<file path="src/sv/gacrc_pkg.sv">
// Shared types and constants for the GPS-A checksummed line parser.
// No dependencies; used by gacrc_parser and gps_a_crc_line_parser_top.
package gacrc_pkg;

  localparam logic [6:0] MaxLineBytes = 7'd100;

  localparam logic [7:0] ChDollar = 8'h24;
  localparam logic [7:0] ChC      = 8'h43;
  localparam logic [7:0] ChR      = 8'h52;
  localparam logic [7:0] ChComma  = 8'h2C;
  localparam logic [7:0] ChSpace  = 8'h20;
  localparam logic [7:0] ChHigh   = 8'h80;

  localparam logic [15:0] CrcInit = 16'hFFFF;
  localparam logic [15:0] CrcPoly = 16'h8408;

  typedef enum logic [3:0] {
    PH_HUNT    = 4'd0,
    PH_DOLLAR  = 4'd1,
    PH_C1      = 4'd2,
    PH_R       = 4'd3,
    PH_C2      = 4'd4,
    PH_SUM0    = 4'd5,
    PH_SUM1    = 4'd6,
    PH_SUM2    = 4'd7,
    PH_SUM3    = 4'd8,
    PH_COMMA   = 4'd9,
    PH_LINE    = 4'd10
  } phase_e;

  typedef enum logic [1:0] {
    KIND_PAYLOAD  = 2'd0,
    KIND_ACCEPT   = 2'd1,
    KIND_MISMATCH = 2'd2,
    KIND_TOO_LONG = 2'd3
  } kind_e;

  typedef struct packed {
    logic       valid;
    kind_e      kind;
    logic [7:0] data;
    logic [6:0] len;
  } result_t;

endpackage

</file>
<file path="src/sv/gacrc_parser.sv">
// Header hunt, checksum capture, line CRC and end-of-line compare.
// Depends on gacrc_pkg. Holds the parse state; the result is combinational.
module gacrc_parser (
  input  logic               clk_i,
  input  logic               rst_ni,
  input  logic               fire_i,
  input  logic [7:0]         byte_i,
  output gacrc_pkg::result_t res_o
);

  gacrc_pkg::phase_e phase_q, phase_d;
  logic [15:0]       crc_q, crc_d;
  logic [6:0]        cnt_q, cnt_d;
  logic [7:0]        exp_q [4];
  logic              exp_we;
  logic [1:0]        exp_idx;

  function automatic logic [15:0] crc_byte(input logic [15:0] crc, input logic [7:0] b);
    logic [15:0] c;
    c = crc ^ {8'h00, b};
    for (int i = 0; i < 8; i++) begin
      c = c[0] ? ((c >> 1) ^ gacrc_pkg::CrcPoly) : (c >> 1);
    end
    return c;
  endfunction

  function automatic logic [7:0] hex_char(input logic [3:0] v);
    return (v < 4'd10) ? (8'h30 + {4'h0, v}) : (8'h37 + {4'h0, v});
  endfunction

  logic        above_space, printable, match;
  logic [15:0] crc_upd, sum;

  assign above_space = (byte_i > gacrc_pkg::ChSpace) && (byte_i < gacrc_pkg::ChHigh);
  assign printable   = (byte_i >= gacrc_pkg::ChSpace) && (byte_i < gacrc_pkg::ChHigh);
  assign crc_upd     = crc_byte(crc_q, byte_i);
  assign sum         = ~crc_upd;
  assign match       = (exp_q[0] == hex_char(sum[15:12])) && (exp_q[1] == hex_char(sum[11:8]))
                    && (exp_q[2] == hex_char(sum[7:4]))   && (exp_q[3] == hex_char(sum[3:0]));
  assign exp_idx     = 2'(phase_q - gacrc_pkg::PH_SUM0);

  always_comb begin
    phase_d = phase_q;
    crc_d   = crc_q;
    cnt_d   = cnt_q;
    exp_we  = 1'b0;
    res_o   = '{valid: 1'b0, kind: gacrc_pkg::KIND_PAYLOAD, data: 8'h00, len: 7'd0};
    unique case (phase_q)
      gacrc_pkg::PH_DOLLAR:
        phase_d = (byte_i == gacrc_pkg::ChDollar) ? gacrc_pkg::PH_C1 : gacrc_pkg::PH_HUNT;
      gacrc_pkg::PH_C1:
        phase_d = (byte_i == gacrc_pkg::ChC) ? gacrc_pkg::PH_R : gacrc_pkg::PH_HUNT;
      gacrc_pkg::PH_R:
        phase_d = (byte_i == gacrc_pkg::ChR) ? gacrc_pkg::PH_C2 : gacrc_pkg::PH_HUNT;
      gacrc_pkg::PH_C2:
        phase_d = (byte_i == gacrc_pkg::ChC) ? gacrc_pkg::PH_SUM0 : gacrc_pkg::PH_HUNT;
      gacrc_pkg::PH_SUM0, gacrc_pkg::PH_SUM1, gacrc_pkg::PH_SUM2, gacrc_pkg::PH_SUM3: begin
        if (above_space) begin
          exp_we  = 1'b1;
          phase_d = gacrc_pkg::phase_e'(phase_q + 4'd1);
        end else begin
          phase_d = gacrc_pkg::PH_HUNT;
        end
      end
      gacrc_pkg::PH_COMMA: begin
        if (byte_i == gacrc_pkg::ChComma) begin
          phase_d = gacrc_pkg::PH_LINE;
          cnt_d   = 7'd0;
          crc_d   = gacrc_pkg::CrcInit;
        end else begin
          phase_d = gacrc_pkg::PH_HUNT;
        end
      end
      gacrc_pkg::PH_LINE: begin
        res_o.valid = 1'b1;
        if (cnt_q >= gacrc_pkg::MaxLineBytes) begin
          phase_d    = gacrc_pkg::PH_HUNT;
          res_o.kind = gacrc_pkg::KIND_TOO_LONG;
        end else begin
          crc_d = crc_upd;
          if (printable) begin
            cnt_d      = cnt_q + 7'd1;
            res_o.data = byte_i;
          end else begin
            // terminator: CRC already includes it
            phase_d    = gacrc_pkg::PH_HUNT;
            res_o.kind = match ? gacrc_pkg::KIND_ACCEPT : gacrc_pkg::KIND_MISMATCH;
            res_o.len  = cnt_q;
          end
        end
      end
      default:
        phase_d = (byte_i == gacrc_pkg::ChDollar) ? gacrc_pkg::PH_DOLLAR : gacrc_pkg::PH_HUNT;
    endcase
    if (!fire_i) begin
      res_o.valid = 1'b0;
    end
  end

  always_ff @(posedge clk_i or negedge rst_ni) begin
    if (!rst_ni) begin
      phase_q <= gacrc_pkg::PH_HUNT;
      crc_q   <= gacrc_pkg::CrcInit;
      cnt_q   <= 7'd0;
    end else if (fire_i) begin
      phase_q <= phase_d;
      crc_q   <= crc_d;
      cnt_q   <= cnt_d;
    end
  end

  always_ff @(posedge clk_i) begin
    if (fire_i && exp_we) begin
      exp_q[exp_idx] <= byte_i;
    end
  end

endmodule

</file>
<file path="src/sv/gps_a_crc_line_parser_top.sv">
// GPS-A checksummed line parser, top level.
// Depends on gacrc_pkg and gacrc_parser.
//
// Input channel: in_valid_i / in_stall_o / in_byte_i carries slow-data bytes.
// Output channel: out_valid_o / out_stall_i carries result words
// (out_kind_o, out_byte_o, line_length_o). A word moves at a rising edge with
// valid high and stall low.
// The block hunts for "$$CRC", stores four checksum characters, expects a
// comma and then forwards each printable payload byte as a kind-0 word. A
// byte below space or from 0x80 up ends the line and gives one accept or
// mismatch word with the payload length; a line of 100 bytes or more gives one
// drop word. Header bytes give no word.
// A byte taken into the input register goes through the parser into the result register.
// Throughput: one byte per cycle while out_stall_i holds no word, set by the combinational
// CRC/state step between the input register and the result register.
// Reset clears the parse state, the CRC and both stage valids.
// When out_stall_i holds a word, the input register holds its byte and
// in_stall_o rises once that register is full; nothing is dropped.
module gps_a_crc_line_parser_top (
  input  logic       clk_i,
  input  logic       rst_ni,
  input  logic       in_valid_i,
  output logic       in_stall_o,
  input  logic [7:0] in_byte_i,
  output logic       out_valid_o,
  input  logic       out_stall_i,
  output logic [1:0] out_kind_o,
  output logic [7:0] out_byte_o,
  output logic [6:0] line_length_o
);

  logic               in_valid_q;
  logic [7:0]         in_byte_q;
  logic               out_valid_q;
  logic [1:0]         out_kind_q;
  logic [7:0]         out_byte_q;
  logic [6:0]         out_len_q;
  logic               can_out, advance;
  gacrc_pkg::result_t res;

  assign can_out    = !out_valid_q || !out_stall_i;
  assign advance    = in_valid_q && can_out;
  assign in_stall_o = in_valid_q && !can_out;

  gacrc_parser u_parser (
    .clk_i  (clk_i),
    .rst_ni (rst_ni),
    .fire_i (advance),
    .byte_i (in_byte_q),
    .res_o  (res)
  );

  always_ff @(posedge clk_i or negedge rst_ni) begin
    if (!rst_ni) begin
      in_valid_q  <= 1'b0;
      out_valid_q <= 1'b0;
    end else begin
      if (!in_stall_o) begin
        in_valid_q <= in_valid_i;
      end
      if (can_out) begin
        out_valid_q <= res.valid;
      end
    end
  end

  always_ff @(posedge clk_i) begin
    if (in_valid_i && !in_stall_o) begin
      in_byte_q <= in_byte_i;
    end
    if (can_out && res.valid) begin
      out_kind_q <= res.kind;
      out_byte_q <= res.data;
      out_len_q  <= res.len;
    end
  end

  assign out_valid_o   = out_valid_q;
  assign out_kind_o    = out_kind_q;
  assign out_byte_o    = out_byte_q;
  assign line_length_o = out_len_q;

endmodule
</file>
<file path="config.mk">
export PLATFORM = sky130hd
export DESIGN_NAME = gps_a_crc_line_parser_top
export DESIGN_NICKNAME = d
export VERILOG_FILES = /design/src/sv/gacrc_pkg.sv /design/src/sv/gacrc_parser.sv /design/src/sv/gps_a_crc_line_parser_top.sv
export SDC_FILE = /design/constraint.sdc
export NUM_CORES = 1
export LEC_CHECK = 0
export BUFFER_PORTS_ARGS = -buffer_cell sky130_fd_sc_hd__buf_4
export CAP_MARGIN = 30
export CORE_ASPECT_RATIO = 0.6
export CORE_UTILIZATION = 50
export DETAILED_ROUTE_END_ITERATION = 8
export PLACE_DENSITY = 0.68
export SLEW_MARGIN = 10
export SYNTH_ARGS = -nofsm -noshare
export SYNTH_HDL_FRONTEND = slang
export SYNTH_SLANG_ARGS = --single-unit
</file>
<file path="constraint.sdc">
create_clock -name clk_i -period 7.6 [get_ports clk_i]
set_clock_uncertainty 0.15 [all_clocks]
set_input_delay 1.14 -clock clk_i [delete_from_list [all_inputs] [get_ports clk_i]]
set_output_delay 1.14 -clock clk_i [all_outputs]
set_load 0.01 [all_outputs]
</file>
==> results of run 1 <==
[worst paths after layout]
kind	start	endpoint	slack, ns	cells past startpoint
hold / removal	u_parser.crc_q[11]	u_parser.crc_q[11]	0.36	2
hold reg to reg	u_parser.crc_q[11]	u_parser.crc_q[11]	0.36	2
min in group asynchronous	rst_ni	u_parser.cnt_q[6]	0.58	1
max in group asynchronous	rst_ni	u_parser.crc_q[15]	6.38	1
setup / recovery	in_byte_q[3]	out_kind_o[1]	3.94	8
setup reg to reg	in_byte_q[3]	out_kind_o[1]	3.94	8
[cells in the mapped netlist (all sizes together) (4+ instances only)]
| master | count | area share, % |
|---|---|---|
| nor3 | 12 | 1.3 |
| and2 | 18 | 2.4 |
| a21oi | 28 | 3.0 |
| nand3 | 9 | 0.98 |
| dfrtp | 13 | 7.1 |
| edfxtp | 57 | 37 |
| nor2 | 36 | 2.9 |
| a31oi | 6 | 0.82 |
| nand2 | 34 | 2.8 |
| xor2 | 7 | 1.3 |
| clkbuf | 8 | 0.65 |
| o21ai | 19 | 2.1 |
| nor2b | 4 | 0.54 |
| dfstp | 16 | 9.1 |
| inv | 25 | 2.0 |
| xnor3 | 9 | 4.4 |
| nand4 | 7 | 0.95 |
| xnor2 | 23 | 4.9 |
| ha | 12 | 3.3 |
[layer usage]
metal  up-vias  routed length [um]  global-route usage, %
met5         -                   0                      0
met4         0                  87                   5.30
met3        11                 948                   7.09
met2       136                4230                   30.2
met1      1541                5270                   36.8
li1       1544                   -                      -
[power breakdown]
group / switching [mW] / total [mW] / internal (mW) / leakage (nW)
combinational: 0.358 / 0.627 / 0.269 / 1.03
sequential: 0.0331 / 0.577 / 0.544 / 0.851
clock: 0.184 / 0.450 / 0.266 / 0.149
[through the flow]
step                      hold WS (ns)  utilization [%]
after floorplan                  0.326                -
after global placement           0.344             56.7
after detailed placement         0.351             56.7
after CTS                        0.362             60.2
after global routing             0.366             60.2
final                            0.359             60.2
[area by class of cell]
class                   instances  area [um^2]
flip-flops and latches         86         2460
fillers                       715         3470
inverters                      25         93.8
clock buffers                  10          239
multi-input cells             287         2010
well taps                     112          140
clock inverters                 6         68.8
repair buffers                 32          240
[registers in the layout (all words and copies together), names as in the netlist]
| signal | count |
|---|---|
| u_parser.exp_q | 32 |
| u_parser.phase_q | 4 |
| out_valid_o | 1 |
| out_byte_o | 8 |
| in_valid_q | 1 |
| line_length_o | 7 |
| u_parser.crc_q | 16 |
| out_kind_o | 2 |
| in_byte_q | 8 |
| u_parser.cnt_q | 7 |
[cells by family (layout without fill, tap and decap cells)]
group	count (synthesis)	after routing	share of synthesized area, %
simple gates	144	144	15.8
flops	86	86	53.4
buf+inv	36	73	3.02
fa+ha+maj	12	12	3.26
compound gates	85	85	11.7
mux	3	3	0.652
xor+xnor	42	42	12.1
other cells	1	1	0.0814
[critical path: cells and delay by family (launching register included)]
family | cells | cell delay (ns)
XOR/XNOR | 2 | 1.18
AO/OA/AOI/OAI | 1 | 0.40
AND/OR/NAND/NOR | 5 | 1.08
flip-flops | 1 | 0.61
==> summary.txt, run 1 <==
Detailed routing
  – First-pass iteration count of the detailed router: 5
  – Vias: 3,232
  – Routed Antenna Nets: 0
  – Via/cell ratio: 5.79
  – Total length of routed wires: 10.5 mm
  – Post-DR wirelength/cell: 18.9 um
  – Drt drc: 0
  – Iteration-0 DRC Markers: 247

Clock tree
  – Post-CTS Setup Inserts: 0
  – Worst skew pair latency: 0.34 ns
  – Post-cts sizing count: 0
  – CTS max path bufs: 2
  – Clk pin slew, worst setup/hold paths: 0.06 ns
  – CTS buffer count: 9
  – Clock Sinks: 86
  – CTS tree: yes
  – Root buffer cell: clkbuf_16
  – Depth of the CTS H-tree: 3
  – Hold buffers post-CTS: 0

Synthesis
  – Syn nets: 433
  – Post-synth EDFFs: 57
  – Ys flop type: edfxtp_1
  – Mapped cell area: 4600 um^2
  – Cell count after synthesis: 409
  – FFs w/ async S/R, synth: 33.7%
  – Syn_area_per_cell: 11.3 um^2
  – Number of synthesized register bits: 86
  – YS warnings: 0
  – Netlist cell types: 59
  – Sequential fraction of the synthesis area: 53.4%

Cells and area
  – Antenna cells: 0
  – Commonest cells after routing, fill and taps aside: 57 x edfxtp_1, 36 x nor2_1, 34 x nand2_1
  – Commonest non-fill, non-tap cell in the layout: edfxtp_1
  – Fin area: 5250 um^2
  – Final nets: 465
  – Layout cells sized above 1: 15.5%
  – Final non-filler cell total: 558
  – Area growth syn-to-layout: 14.0%

Global routing
  – Gr usage total: 23.2%
  – Wire length of the first global-routing pass: 16.4 mm
  – Vias in the first global route: 3,048
  – Largest net degree at the start of global routing: 30
  – GR Overflow Total: 0
  – Initial antenna violation count: 0

Critical path
  – CP Capture Type: register
  – CP peak stage delay: 0.80 ns
  – Crit path top cell by count: xnor2_1
  – Startpoint Class: register
  – CP max-delay cell: xnor2_1
  – Worst endpoint data arrival time: 3.60 ns
  – Setup CP Type: register to register
  – Crit-path cells: xnor2_1 -> xnor2_1 -> and3_1 -> a2111oi_0 -> nand4b_1 -> or3_1 -> and4b_1 -> nor2_1
  – Maximum fanout along the worst path: 12
  – Worst EP required: 7.54 ns

Pwr
  – Pwr Total: 1.65 mW
  – Power Dens Cells: 315 nW/um^2
  – VDD IR-drop max: 0.165 mV
  – Leak: 2.03 nW

Placed design
  – # port buffers: 30
  – HPWL after detailed placement: 7.75 mm
  – Setup WS pre-CTS: 4.01 ns
  – Post-DP Area: 4940 um^2
  – Routability-driven placement congestion ratio: 0.927
  – Placed cells: 542

Timing
  – Final hold vios: 0
  – Tmin final: 3.66 ns
  – Peak Freq: 273 MHz
  – Final Max Slew Viols: 0
  – Setup ws final: 3.94 ns
  – Relative slew margins: 40.3%
  – Tightest Pin Transition: 0.889 ns
  – Period utilization: 48.2%
  – Unrepaired setup endpoints after global routing: false
  – Setup TNS: 0 ns
  – Final-report setup violation count: 0

Floorplan
  – Core area: 8720 um^2
  – Die width: 126 um
  – IO Count: 31
  – Full die area: 9610 um^2
  – Die H: 76.3 um
  – Initial Utilization: 52.8%
  – Row count: 26

Status
  – Status: finished clean

Job
  – Max_cap viols: 0

Worst hold path
  – Hold Path Class: register to register
(Power assumes the default switching activity.)
==> run 2, diff against run 1 <==
==> constraint.sdc (replaced) <==
create_clock -name clk_i -period 3.55 [get_ports clk_i]
set_clock_uncertainty 0.15 [all_clocks]
set_input_delay 0.5325 -clock clk_i [delete_from_list [all_inputs] [get_ports clk_i]]
set_output_delay 0.5325 -clock clk_i [all_outputs]
set_load 0.01 [all_outputs]
==> run 2 against run 1 <==
Net effect:
- critical path depth decreased by 1
- die area unchanged
- first-iteration DRC count increased by 110%
- sequential share of layout area fell by 1.5 points
- hold slack got worse by 0.15 ns
- clock power is 150% higher
- clock-buffer cell count grew 1
- maximum frequency up 11%
- core utilization grew 2.0 points
- setup slack got worse by 3.7 ns
- cell area up 3.3%
- critical path type unchanged
- critical endpoint unchanged
- largest power group unchanged
==> summary.txt, run 2 (synthesis gave the netlist of run 1 again) <==
Cells and area
  – Antenna cells: 0 (unchanged)
  – Area growth syn-to-layout: 17.7% (was 14.0%)
  – Commonest non-fill, non-tap cell in the layout: edfxtp_1 (unchanged)
  – Final core occ: 62.2% (was 60.2%)
  – Max reg flops: 32 (unchanged)
  – Flip-flop and latch area: 2460 um^2 (unchanged)
  – Largest regs: u_parser.exp_q (32), u_parser.crc_q (16) (unchanged)
  – Largest reg by FF count: u_parser.exp_q (unchanged)
  – Fin area: 5420 um^2 (was 5250 um^2)
  – Final nets: 481 (was 465)
  – Commonest cells after routing, fill and taps aside: 57 x edfxtp_1, 47 x buf_4, 36 x nor2_1 (was 57 x edfxtp_1, 36 x nor2_1, 34 x nand2_1)
  – Multi-input gate area: 2020 um^2 (was 2010 um^2)
  – Layout cells sized above 1: 18.2% (was 15.5%)
  – Filler instances: 736 (was 715)

Timing
  – Unrepaired setup endpoints after global routing: false (unchanged)
  – Peak Freq: 302 MHz (was 273 MHz)
  – Relative slew margins: 51.5% (was 40.3%)
  – Final Max Slew Viols: 0 (unchanged)
  – Tightest Pin Transition: 0.724 ns (was 0.889 ns)
  – Period utilization: 93.2% (was 48.2%)
  – Tmin final: 3.31 ns (was 3.66 ns)
  – Final hold vios: 0 (unchanged)
  – Final-report setup violation count: 0 (unchanged)
  – Hold WS: 0.210 ns (was 0.359 ns)
  – Setup TNS: 0 ns (unchanged)

Global routing
  – GR Overflow Total: 0 (unchanged)
  – Vias in the first global route: 3,144 (was 3,048)
  – Wire length of the first global-routing pass: 17.9 mm (was 16.4 mm)
  – Initial antenna violation count: 0 (unchanged)
  – Gr usage total: 25.9% (was 23.2%)
  – Largest net degree at the start of global routing: 30 (unchanged)

Pwr
  – Cell Int Power: 2.50 mW (was 1.08 mW)
  – Pwr Total: 3.79 mW (was 1.65 mW)
  – VDD IR-drop max: 0.314 mV (was 0.165 mV)
  – Clock power frac: 29.5% (was 27.2%)
  – Leak: 2.13 nW (was 2.03 nW)
  – Seq pwr share: 32.4% (was 34.9%)
  – Sw frac: 34.0% (was 34.8%)
  – P_sw: 1.29 mW (was 576 uW)
  – Power Dens Cells: 700 nW/um^2 (was 315 nW/um^2)
  – Power share of the combinational group: 38.1% (was 37.9%)

Detailed routing
  – First-pass iteration count of the detailed router: 5 (unchanged)
  – Via/cell ratio: 5.89 (was 5.79)
  – Drt drc: 0 (unchanged)
  – Post-DR wirelength/cell: 20.3 um (was 18.9 um)
  – Vias: 3,378 (was 3,232)
  – Iteration-0 DRC Markers: 508 (was 247)
  – Total length of routed wires: 11.7 mm (was 10.5 mm)
  – Routed Antenna Nets: 0 (unchanged)

Clock tree
  – Depth of the CTS H-tree: 3 (unchanged)
  – Clock Sinks: 86 (unchanged)
  – Post-CTS Setup Inserts: 0 (unchanged)
  – Worst skew pair latency: 0.35 ns (was 0.34 ns)
  – CTS tree: yes (unchanged)
  – Clk pin slew, worst setup/hold paths: 0.07 ns (was 0.06 ns)
  – CTS buffer count: 9 (unchanged)
  – CTS max path bufs: 2 (unchanged)
  – Root buffer cell: clkbuf_16 (unchanged)

Floorplan
  – IO Count: 31 (unchanged)
  – Die width: 126 um (unchanged)
  – Full die area: 9610 um^2 (unchanged)
  – Initial Utilization: 52.8% (unchanged)
  – Row count: 26 (unchanged)
  – Die H: 76.3 um (unchanged)
  – Core area: 8720 um^2 (unchanged)

Worst hold path
  – Worst Hold Endpoint: in_byte_q[4] (was u_parser.crc_q[11])
  – Hold depth: 1 (was 2)
  – Hold Path Class: primary input to register (was register to register)
  – Hold path start: in_byte_i[4] (was u_parser.crc_q[11])

Critical path
  – Worst reg2reg endpoint: out_kind_o[1] (unchanged)
  – CP max-delay cell: a2111oi_0 (was xnor2_1)
  – Setup CP Type: register to register (unchanged)
  – Worst endpoint data arrival time: 3.26 ns (was 3.60 ns)
  – Worst EP required: 3.51 ns (was 7.54 ns)
  – Maximum fanout along the worst path: 6 (was 12)
  – FF-to-FF Start: in_byte_q[0] (was in_byte_q[3])
  – CP Capture Type: register (unchanged)
  – Startpoint Class: register (unchanged)
  – CP peak stage delay: 0.55 ns (was 0.80 ns)
  – Crit-path cells: xnor2_2 -> xor3_1 -> or4_1 -> a2111oi_0 -> and3b_1 -> and4b_1 -> nor2_1 (was xnor2_1 -> xnor2_1 -> and3_1 -> a2111oi_0 -> nand4b_1 -> or3_1 -> and4b_1 -> nor2_1)
  – Critical path buffer and inverter count: 0 (unchanged)
  – Crit path max-delay family: simple AND/OR/NAND/NOR gates (was XOR/XNOR gates)
  – R2r setup slk: 0.24 ns (was 3.94 ns)
  – Levels on crit path: 7 (was 8)
  – Worst Reg-to-Reg Cells: 7 (was 8)

Job
  – Max_cap viols: 0 (unchanged)

Placed design
  – Post-DP Area: 5050 um^2 (was 4940 um^2)
  – HPWL after detailed placement: 8.62 mm (was 7.75 mm)
  – Routability-driven placement congestion ratio: 1.06 (was 0.927)
  – # port buffers: 30 (unchanged)

Status
  – Status: finished clean (unchanged)
run 2: layer usage:
| metal | global-route usage [%] | vias up | wire length (um) |
|---|---|---|---|
| li1 | - | 1570 | - |
| met1 | 40.7 | 1618 | 5600 |
| met2 | 33.1 | 176 | 4580 |
| met3 | 7.94 | 14 | 1320 |
| met4 | 8.55 | 0 | 152 |
| met5 | 0 | - | 0 |
run 2: layout make-up:
class	instances	area share, %
sequential	86	45.3
multi-input combinational	287	37.2
timing repair buffer	48	6.69
clock buffer	11	4.48
tap	112	2.59
clock inverter	5	1.99
inverter	25	1.73
run 2: what timing repair did:
| action | CTS | global route |
|---|---|---|
| setup endpoints to repair | 0 | 1 |
| gates resized for setup | 0 | 1 |
| hold buffers | 1 | 0 |
| hold endpoints to repair | 13 | 0 |
run 2: worst max path at each step:
stage | startpoint | slack, ns | end
floorplan | in_byte_q[2] | 0.51 | out_kind_o[1]
global placement | u_parser.crc_q[1] | 0.30 | out_kind_o[1]
detailed placement | u_parser.crc_q[1] | 0.26 | out_kind_o[1]
CTS | u_parser.crc_q[1] | 0.22 | out_kind_o[1]
global route | in_byte_q[4] | 0.09 | out_kind_o[1]
finish | in_byte_q[0] | 0.24 | out_kind_o[1]
run 2: power groups by stage:
stage | Combinational (mW) | Clock (mW) | Sequential, mW
global route | 1.57 | 1.16 | 1.24
CTS | 1.40 | 1.13 | 1.23
floorplan | 1.02 | 0 | 1.23
finish | 1.45 | 1.12 | 1.23
global placement | 1.37 | 0 | 1.24
detailed placement | 1.39 | 0 | 1.25
run 2: through the flow:
step           setup WS, ns  std cells
2_1_floorplan         0.508        409
3_3_place_gp          0.303        557
3_5_place_dp          0.262        557
4_1_cts               0.223        574
5_1_grt              0.0888        574
6_report              0.241        574
==> run 3, diff against run 2 <==
--- a/config.mk
+++ b/config.mk
@@ -11,6 +11,7 @@
 export CORE_UTILIZATION = 50
 export DETAILED_ROUTE_END_ITERATION = 8
 export PLACE_DENSITY = 0.68
+export RECOVER_POWER = 25
 export SLEW_MARGIN = 10
 export SYNTH_ARGS = -nofsm -noshare
 export SYNTH_HDL_FRONTEND = slang
==> run 3 against run 2 <==
Net effect:
- the run now ends with max-capacitance violations, max-slew violations left
- sequential power about the same
- setup slack got worse by 0.0095 ns
- combinational power about the same
- total power decreased by 0.23%
- core utilization decreased by 0.22 points
- critical endpoint unchanged
- highest routed layer unchanged
==> summary.txt, run 3 (synthesis gave the netlist of run 1 again) <==
Detailed routing
  – Via/cell ratio: 5.93 (was 5.89)
  – Drt drc: 0 (unchanged)
  – Total length of routed wires: 11.6 mm (was 11.7 mm)
  – Iteration-0 DRC Markers: 452 (was 508)
  – Post-DR wirelength/cell: 20.3 um (about the same)
  – Routed Antenna Nets: 0 (unchanged)
  – Vias: 3,401 (was 3,378)
  – First-pass iteration count of the detailed router: 5 (unchanged)

Cells and area
  – Area growth syn-to-layout: 17.3% (was 17.7%)
  – Filler instances: 742 (was 736)
  – Layout cells sized above 1: 17.1% (was 18.2%)
  – Commonest cells after routing, fill and taps aside: 57 x edfxtp_1, 36 x nor2_1, 35 x buf_4 (was 57 x edfxtp_1, 47 x buf_4, 36 x nor2_1)
  – Final nets: 481 (unchanged)
  – Final core occ: 62.0% (was 62.2%)
  – Flip-flop and latch area: 2460 um^2 (unchanged)
  – Largest regs: u_parser.exp_q (32), u_parser.crc_q (16) (unchanged)
  – Commonest non-fill, non-tap cell in the layout: edfxtp_1 (unchanged)
  – Antenna cells: 0 (unchanged)
  – Max reg flops: 32 (unchanged)
  – Fin area: 5400 um^2 (was 5420 um^2)
  – Largest reg by FF count: u_parser.exp_q (unchanged)
  – Multi-input gate area: 2020 um^2 (unchanged)

Placed design
  – Routability-driven placement congestion ratio: 1.06 (unchanged)
  – HPWL after detailed placement: 8.62 mm (unchanged)
  – # port buffers: 30 (unchanged)
  – Post-DP Area: 5050 um^2 (unchanged)

Timing
  – Unrepaired setup endpoints after global routing: false (unchanged)
  – Final Max Slew Viols: 30 (was 0)
  – Setup TNS: 0 ns (unchanged)
  – Relative slew margins: -16.2% (was 51.5%)
  – Peak Freq: 301 MHz (was 302 MHz)
  – Tightest Pin Transition: 1.74 ns (was 0.724 ns)
  – Final hold vios: 0 (unchanged)
  – Tmin final: 3.32 ns (was 3.31 ns)
  – Period utilization: 93.5% (was 93.2%)
  – Final-report setup violation count: 0 (unchanged)

Job
  – Max_cap viols: 1 (was 0)

Global routing
  – Initial antenna violation count: 0 (unchanged)
  – GR Overflow Total: 0 (unchanged)
  – Wire length of the first global-routing pass: 17.9 mm (unchanged)
  – Vias in the first global route: 3,144 (unchanged)
  – Gr usage total: 25.9% (unchanged)
  – Largest net degree at the start of global routing: 30 (unchanged)

Critical path
  – Worst Reg-to-Reg Cells: 7 (unchanged)
  – Worst EP required: 3.51 ns (about the same)
  – Crit path max-delay family: simple AND/OR/NAND/NOR gates (unchanged)
  – Crit-path cells: xnor2_2 -> xor3_1 -> or4_1 -> a2111oi_0 -> and3b_1 -> and4b_1 -> nor2_1 (unchanged)
  – Maximum fanout along the worst path: 6 (unchanged)
  – Levels on crit path: 7 (unchanged)
  – CP max-delay cell: a2111oi_0 (unchanged)
  – Startpoint Class: register (unchanged)
  – Setup CP Type: register to register (unchanged)
  – Worst endpoint data arrival time: 3.27 ns (was 3.26 ns)
  – CP Capture Type: register (unchanged)
  – Critical path buffer and inverter count: 0 (unchanged)
  – CP peak stage delay: 0.56 ns (was 0.55 ns)

Floorplan
  – Core area: 8720 um^2 (unchanged)
  – Full die area: 9610 um^2 (unchanged)
  – Die width: 126 um (unchanged)
  – Row count: 26 (unchanged)
  – IO Count: 31 (unchanged)
  – Initial Utilization: 52.8% (unchanged)
  – Die H: 76.3 um (unchanged)

Status
  – Status: finished, violations left (was finished clean)
  – Failing checks: max-capacitance violations, max-slew violations

Clock tree
  – CTS max path bufs: 2 (unchanged)
  – Worst skew pair latency: 0.35 ns (about the same)
  – Post-CTS Setup Inserts: 0 (unchanged)
  – Clk pin slew, worst setup/hold paths: 0.07 ns (about the same)
  – CTS tree: yes (unchanged)
  – Root buffer cell: clkbuf_16 (unchanged)
  – Clock Sinks: 86 (unchanged)
  – Depth of the CTS H-tree: 3 (unchanged)
  – CTS buffer count: 9 (unchanged)

Worst hold path
  – Hold depth: 1 (unchanged)
  – Hold Path Class: primary input to register (unchanged)

Pwr
  – Power Dens Cells: 701 nW/um^2 (was 700 nW/um^2)
  – Pwr Total: 3.79 mW (about the same)
  – Leak: 2.12 nW (was 2.13 nW)
  – VDD IR-drop max: 0.313 mV (was 0.314 mV)
run 3: changes by cell type in the layout (fill, tap and decap cells not counted), sizes merged:
cell,previous run,this run
buf,47,35
clkbuf,11,23
run 3: final cells by class:
cell class              count  area share [%]
well taps                 112            2.59
flip-flops and latches     86            45.5
clock inverters             5            1.99
repair buffers             48            6.37
inverters                  25            1.74
clock buffers              11            4.49
multi-input cells         287            37.3
run 3: worst reg2reg max path: stages (launching register included):
cell and delay, ns:
edfxtp_1 0.43, xnor2_2 0.45, xor3_1 0.45, or4_1 0.50, a2111oi_0 0.56, and3b_1 0.29, and4b_1 0.20, nor2_1 0.05
run 3: stage by stage:
step           setup slack, ns  std cells  hold slack [ns]
2_1_floorplan            0.508        409           0.0869
3_3_place_gp             0.303        557            0.344
3_5_place_dp             0.262        557            0.345
4_1_cts                  0.223        574            0.202
5_1_grt                 0.0918        574            0.222
6_report                 0.231        574            0.232
run 3: per-layer routing:
| metal | track usage [%] | wire, um | vias up | part of all wire (%) |
|---|---|---|---|---|
| li1 | - | - | 1569 | - |
| met1 | 40.7 | 5570 | 1630 | 48 |
| met2 | 33.1 | 4550 | 190 | 39 |
| met3 | 7.94 | 1390 | 12 | 12 |
| met4 | 8.55 | 136 | 0 | 1.2 |
| met5 | 0 | 0 | - | 0 |
run 3: repair_timing:
| item | 4_1_cts | 5_1_grt |
|---|---|---|
| gates resized for setup | 0 | 1 |
| hold endpoints to repair | 13 | 0 |
| setup endpoints to repair | 0 | 1 |
| hold buffers | 1 | 0 |
run 3: path summary, 6_finish.rpt:
check	startpoint	to	slack, ns
setup / recovery	in_byte_q[0]	out_kind_o[1]	0.23
hold / removal	in_byte_i[4]	in_byte_q[4]	0.23
setup reg to reg	in_byte_q[0]	out_kind_o[1]	0.23
hold reg to reg	u_parser.crc_q[12]	u_parser.crc_q[12]	0.36
max in group asynchronous	rst_ni	in_valid_q	1.21
min in group asynchronous	rst_ni	u_parser.cnt_q[4]	1.03
run 3: where the power goes:
part / internal, mW / total [mW] / switching [mW]
clock: 0.710 / 1.12 / 0.409
combinational: 0.628 / 1.44 / 0.812
sequential: 1.16 / 1.23 / 0.0627
total: 2.50 / 3.79 / 1.28
